### src/hdl/pli_div.sv
// Pipelined restoring divider, one quotient bit per stage, several lanes.
// Carries a valid bit and a sideband vector alongside. No package needed.
`timescale 1ns / 1ps
`default_nettype none

module pli_div #(
  parameter int LANES = 1,
  parameter int DW    = 8,   // divisor / remainder width
  parameter int QW    = 8,   // quotient bits = pipeline depth
  parameter int SW    = 1    // sideband width
) (
  input  wire logic                         clk,
  input  wire logic                         rst,
  input  wire logic                         en,
  input  wire logic                         in_vld,
  input  wire logic [LANES-1:0][DW-1:0]     in_hi,   // must be below in_den
  input  wire logic [LANES-1:0][QW-1:0]     in_lo,
  input  wire logic [LANES-1:0][DW-1:0]     in_den,
  input  wire logic [SW-1:0]                in_side,
  output logic                              out_vld,
  output logic      [LANES-1:0][QW-1:0]     out_quo,
  output logic      [SW-1:0]                out_side
);

  logic [QW-1:0]                  vld_q;
  logic [LANES-1:0][DW-1:0]       rem_q  [QW];
  logic [LANES-1:0][DW-1:0]       den_q  [QW];
  logic [LANES-1:0][QW-1:0]       lo_q   [QW];
  logic [LANES-1:0][QW-1:0]       quo_q  [QW];
  logic [SW-1:0]                  side_q [QW];

  for (genvar k = 0; k < QW; k++) begin : g_stage
    logic                     vld_p;
    logic [LANES-1:0][DW-1:0] rem_p;
    logic [LANES-1:0][DW-1:0] den_p;
    logic [LANES-1:0][QW-1:0] lo_p;
    logic [LANES-1:0][QW-1:0] quo_p;
    logic [SW-1:0]            side_p;
    logic [LANES-1:0][DW:0]   trial;
    logic [LANES-1:0][DW:0]   diff;
    logic [LANES-1:0]         ge;
    logic [LANES-1:0][DW-1:0] rem_next;
    logic [LANES-1:0][QW-1:0] lo_next;
    logic [LANES-1:0][QW-1:0] quo_next;

    if (k == 0) begin : g_first
      assign vld_p  = in_vld;
      assign rem_p  = in_hi;
      assign den_p  = in_den;
      assign lo_p   = in_lo;
      assign quo_p  = '0;
      assign side_p = in_side;
    end else begin : g_next
      assign vld_p  = vld_q[k-1];
      assign rem_p  = rem_q[k-1];
      assign den_p  = den_q[k-1];
      assign lo_p   = lo_q[k-1];
      assign quo_p  = quo_q[k-1];
      assign side_p = side_q[k-1];
    end

    // shift in the next dividend bit, subtract when it fits
    always_comb begin
      for (int j = 0; j < LANES; j++) begin
        trial[j]    = {rem_p[j], lo_p[j][QW-1]};
        diff[j]     = trial[j] - {1'b0, den_p[j]};
        ge[j]       = (trial[j] >= {1'b0, den_p[j]});
        rem_next[j] = ge[j] ? diff[j][DW-1:0] : trial[j][DW-1:0];
        lo_next[j]  = {lo_p[j][QW-2:0], 1'b0};
        quo_next[j] = {quo_p[j][QW-2:0], ge[j]};
      end
    end

    always_ff @(posedge clk) begin
      if (rst) begin
        vld_q[k] <= 1'b0;
      end else if (en) begin
        vld_q[k] <= vld_p;
      end
    end

    always_ff @(posedge clk) begin
      if (en) begin
        rem_q[k]  <= rem_next;
        den_q[k]  <= den_p;
        lo_q[k]   <= lo_next;
        quo_q[k]  <= quo_next;
        side_q[k] <= side_p;
      end
    end
  end

  assign out_vld  = vld_q[QW-1];
  assign out_quo  = quo_q[QW-1];
  assign out_side = side_q[QW-1];

endmodule

`default_nettype wire

### config.mk
export PLATFORM = sky130hd
export DESIGN_NAME = pli_div
export DESIGN_NICKNAME = d
export VERILOG_FILES = /design/src/hdl/pli_div.sv
export SDC_FILE = /design/constraint.sdc
export NUM_CORES = 1
export LEC_CHECK = 0
export BUFFER_PORTS_ARGS = -buffer_cell sky130_fd_sc_hd__buf_2
export CORE_ASPECT_RATIO = 0.9
export CORE_MARGIN = 2
export CORE_UTILIZATION = 65
export CTS_CLUSTER_SIZE = 25
export DETAILED_ROUTE_END_ITERATION = 12
export PLACE_DENSITY_LB_ADDON = 0.2
export RECOVER_POWER = 100
export SLEW_MARGIN = 0
export SYNTH_ARGS = -nofsm -noshare
export SYNTH_HDL_FRONTEND = slang
export SYNTH_SLANG_ARGS = --single-unit
### constraint.sdc
create_clock -name clk -period 7.05 [get_ports clk]
set_input_delay 1.41 -clock clk [delete_from_list [all_inputs] [get_ports clk]]
set_output_delay 1.41 -clock clk [all_outputs]
set_load 0.01 [all_outputs]
# After elaboration in Yosys (flattened, before gate mapping)
# Memory sizes are Yosys's and may differ from the RTL's.
# Cells that the tools add are included.
[totals] reg_bits=8 ramBits=256 inputBits=29 mem_count=5
[mem_list] memory="den_q" words=8 word_bits=8 rd=7 rd_ports_with_merged_regs=0 write_ports=8 line_no="27" rtl="logic [LANES-1:0][DW-1:0] den_q [QW];"
[mem_list] memory="quo_q" words=8 word_bits=8 rd=8 rd_ports_with_merged_regs=0 write_ports=8 line_no="29" rtl="logic [LANES-1:0][QW-1:0] quo_q [QW];"
[mem_list] memory="rem_q" words=8 word_bits=8 rd=7 rd_ports_with_merged_regs=0 write_ports=8 line_no="26" rtl="logic [LANES-1:0][DW-1:0] rem_q [QW];"
[mem_list] memory="lo_q" words=8 word_bits=7 rd=7 rd_ports_with_merged_regs=0 write_ports=8 line_no="28" rtl="logic [LANES-1:0][QW-1:0] lo_q [QW];"
[mem_list] memory="side_q" words=8 word_bits=1 rd=8 rd_ports_with_merged_regs=0 write_ports=8 line_no="30" rtl="logic [SW-1:0] side_q [QW];"
[op_classes] n_addsub=8 magnitude_cmp=8 muxes=10
[op_table] op="$ge A9 B8 Y1" count=8
[op_table] op="$mux W8" count=8
[op_table] op="$sub A8 B8 Y8" count=8
[op_table] op="$mux W1" count=2

# Logic depth before layout (Yosys ltp)
# An unclocked memory read counts as a cell.
[depth] ltp_word=3 ltp_mapped=8

# Worst setup path after synthesis
# Ideal clock, no wire load.
[synth_path] kind="input-to-reg" start="input port in_lo[7] (netlist name)" end="memory rem_q[0][2] (netlist name) (data pin)" setup_time_ns=0.260 t_arrival_ns=2.993 required_ns=6.790 slack_ns=3.798 cell_stages=8 path_cell_list="inv_1 ha_1 nand2b_1 a21o_1 a21o_1 a21oi_1 clkinv_1 mux2_2"
[synth_lines] item="start, declared" line_no="17" rtl="input wire logic [LANES-1:0][QW-1:0] in_lo,"
[synth_lines] item="end, declared" line_no="26"

==> impl_metrics.toml <==
[worst_setup_path]
timing.critical_path.buf_inv = 2
crit_required_ns = 7.06
worstRegToRegCells = 6
start_kind = "input port"
max_stage_delay_ns = 1.61
worstPathArrival_ns = 4.67
worstSetupPathType = "input port to flop"
critical_path_capture_point_type = "flop"
critPathSlowestCell = "sky130_fd_sc_hd__clkbuf_2"
crit_family = "buffers and inverters"
crit_cells = 2
worstPathCellList = "clkbuf_1 -> clkbuf_2"
worstPathMaxFanout = 82

[die]
dieWidth_um = 131
num_io_pins = 39
core.rowCount = 41
design.die.area_um2 = 15400
initial_standard_cell_utilization_of_the_core_pct = 66.7
core_region_area_um2 = 14100
fp.dieH_um = 118

[sta]
finalCritPeriodShare_pct = 66.0
fmax_mhz = 215
drv_slew = 206
fin_worst_skew_ns = 0.00710
setup-violations-final = 0
finalHoldViolCount = 0
tns_ns = 0
final_period_minus_worst_setup_slack_ns = 4.66
rsz0062_at_grt = "no"
timing.max_slew.rel_slack_pct = -115
worst-slew-pin-transition_ns = 3.14

[outcome]
outcome = "complete, but fails checks"
failed_checks = "capacitance limit, slew limit"

[power]
seq_power_share_pct = 44.8
share_comb_of_total_power_pct = 30.2
vdd.ir_drop.worst_mv = 0.202
power.leakage_nw = 4.14
netSwitchingPower_mw = 1.08
clkPwrFrac_pct = 25.0
power_switching_share_pct = 30.3
p_per_area_nw_per_um2 = 347
fin_total_pwr_mw = 3.57
intPower_mw = 2.49

[place]
dp_hpwl_um = 10600
numPortBuffers = 38
place.gp.congestion = 0.936

[synth]
ys_ff_latch = 192
per_instance_average_area_after_synthesis_um2 = 13.4
synth.yosys.seq_area_share_pct = 60.7
postSynthNetCount = 797
synth_top_flop_cell = "sky130_fd_sc_hd__edfxtp_1"
post_synth_instance_area_um2 = 9370
synth_cell_types = 42
post_synth_inst_count = 697
synthArstFlopShare_pct = 0
synth-edff-count = 184
synth.yosys.warnings = 0

[min_path]
min-delay-path-class = "flop to flop"
hold_depth = 0

[global_routing]
largest_net_degree_at_the_start_of_global_routing = 83
globalRoute.totalOverflow = 0
grt_first_pass_wirelength_um = 24500
grt_use_total_pct = 20.4
via_count_of_the_first_global_routing_pass = 5643
initial_antenna_violation_count = 0

[cts]
max_root_sink_buffers = 2
clk_transition_reported_paths_ns = 0.07
cts_root_buf = "sky130_fd_sc_hd__clkbuf_16"
insertion_delay_ns = 0.42
cts_tree = "built"
cts.repair_timing.setup_buffer_count = 0
holdBufCountCts = 0
cts.sink_count = 192
cts_htree_levels = 4
tritoncts.num_buffers = 17
cts_resized = 0

[final_layout]
area_delta_synth_final_pct = 9.74
drive_above_1_share_pct = 12.0
finish.utilization_pct = 73.2
fill_cells = 941
final_net_count = 852
insertedDiodeCount = 0

[route]
ant_nets = 0
route.detailed.drc = 0
routed_via_density = 5.70
vias = 5465
detailedRoute.firstPassIterationCount = 5
wl_per_instance_um = 15.4
initial_drt_markers = 384
detail_route.wirelength_um = 14800

[flow_run]
drv.max_cap_violation_count = 4
==> sequential cells by signal (all words and copies together) (netlist names) <==
signal / cells
lo_q: 28
den_q: 56
side_q: 8
quo_q: 36
rem_q: 56
out_vld: 1
g_stage.vld_p: 7
==> placed cells by master, fill, tap and decap left out, types with 4 or more instances in the layout <==
cell type,count
sky130_fd_sc_hd__ha_1,64
sky130_fd_sc_hd__clkbuf_16,17
sky130_fd_sc_hd__inv_6,5
sky130_fd_sc_hd__o21ai_0,25
sky130_fd_sc_hd__a31oi_1,4
sky130_fd_sc_hd__clkinvlp_4,4
sky130_fd_sc_hd__mux2i_1,26
sky130_fd_sc_hd__o31a_1,7
sky130_fd_sc_hd__o2111ai_1,4
sky130_fd_sc_hd__fa_1,7
sky130_fd_sc_hd__nand3_1,22
sky130_fd_sc_hd__a211oi_1,4
sky130_fd_sc_hd__dfxtp_1,8
sky130_fd_sc_hd__mux2_2,33
sky130_fd_sc_hd__xnor2_1,14
sky130_fd_sc_hd__nand2b_1,13
sky130_fd_sc_hd__buf_2,20
sky130_fd_sc_hd__o21a_1,11
sky130_fd_sc_hd__edfxtp_1,184
sky130_fd_sc_hd__inv_1,83
sky130_fd_sc_hd__nor2b_1,17
sky130_fd_sc_hd__a21o_1,22
sky130_fd_sc_hd__nor2_1,35
sky130_fd_sc_hd__nand2_1,21
sky130_fd_sc_hd__a21oi_1,38
sky130_fd_sc_hd__mux2_1,5
sky130_fd_sc_hd__xor2_1,7
sky130_fd_sc_hd__or4b_2,4
sky130_fd_sc_hd__nor3_1,8
sky130_fd_sc_hd__clkbuf_1,18
==> kinds of logic after synthesis <==
kind of cell	after synthesis	synth area share, %
AOI/OAI and AO/OA	127	9.14
xor gates and xnor gates	21	1.96
adders and majority gates	71	10.0
buffers and inverters	89	3.56
DFF	192	60.7
muxes	64	7.34
and+or+nand+nor	133	7.30
==> routing by layer <==
metal / vias to the layer above / global-route usage, % / share of wire [%]
met5: - / 0 / 0
met3: 32 / 5.41 / 3.1
li1: 2693 / - / -
met1: 2636 / 21.2 / 38
met4: 0 / 8.64 / 2.7
met2: 104 / 38.0 / 56
==> path summary, 6_finish.rpt <==
| kind | startpoint | end | slack [ns] |
|---|---|---|---|
| max | en | den_q[5][4] | 2.39 |
| min | lo_q[4][5] | lo_q[5][6] | 0.42 |
| max reg2reg | rem_q[5][2] | rem_q[6][4] | 2.49 |
| min reg2reg | lo_q[4][5] | lo_q[5][6] | 0.42 |
==> cells in the mapped netlist, drive strengths merged (11+ instances only) <==
master / instances / area share [%]
nand2: 21 / 0.84
mux2i: 26 / 2.8
o21ai: 26 / 1.4
nand3: 22 / 1.2
mux2: 38 / 4.6
xnor2: 14 / 1.3
nor2: 35 / 1.4
o21a: 11 / 0.88
inv: 83 / 3.3
nor2b: 17 / 1.1
a21oi: 38 / 2.1
ha: 64 / 8.5
a21o: 22 / 1.8
nand2b: 13 / 0.87
edfxtp: 184 / 59
==> area by class of cell <==
type / count / area, um^2 / area share (%)
sequential: 192 / 5690 / 55.3
multi-input combinational: 416 / 3310 / 32.2
clock buffer: 17 / 425 / 4.14
inverter: 85 / 319 / 3.10
tap: 193 / 241 / 2.35
timing repair buffer: 40 / 178 / 1.73
clock inverter: 15 / 125 / 1.22
==> per-stage QoR <==
step | hold WS (ns) | instance area, um^2 | cells | setup WS (ns)
2_1_floorplan | 0.400 | 9370 | 697 | 3.80
3_3_place_gp | 0.400 | 9810 | 926 | 3.49
3_5_place_dp | 0.405 | 9810 | 926 | 3.37
4_1_cts | 0.419 | 10400 | 958 | 3.81
5_1_grt | 0.425 | 10300 | 958 | 2.10
6_report | 0.416 | 10300 | 958 | 2.39
==> power by group through the flow <==
stage | registers (mW) | clock network, mW | logic (mW)
6_report | 1.60 | 0.891 | 1.08
2_1_floorplan | 1.59 | 0 | 0.858
3_3_place_gp | 1.61 | 0 | 1.03
3_5_place_dp | 1.62 | 0 | 1.09
4_1_cts | 1.60 | 0.907 | 1.10
5_1_grt | 1.62 | 0.958 | 1.19
Power figures use the tool's default switching activity.
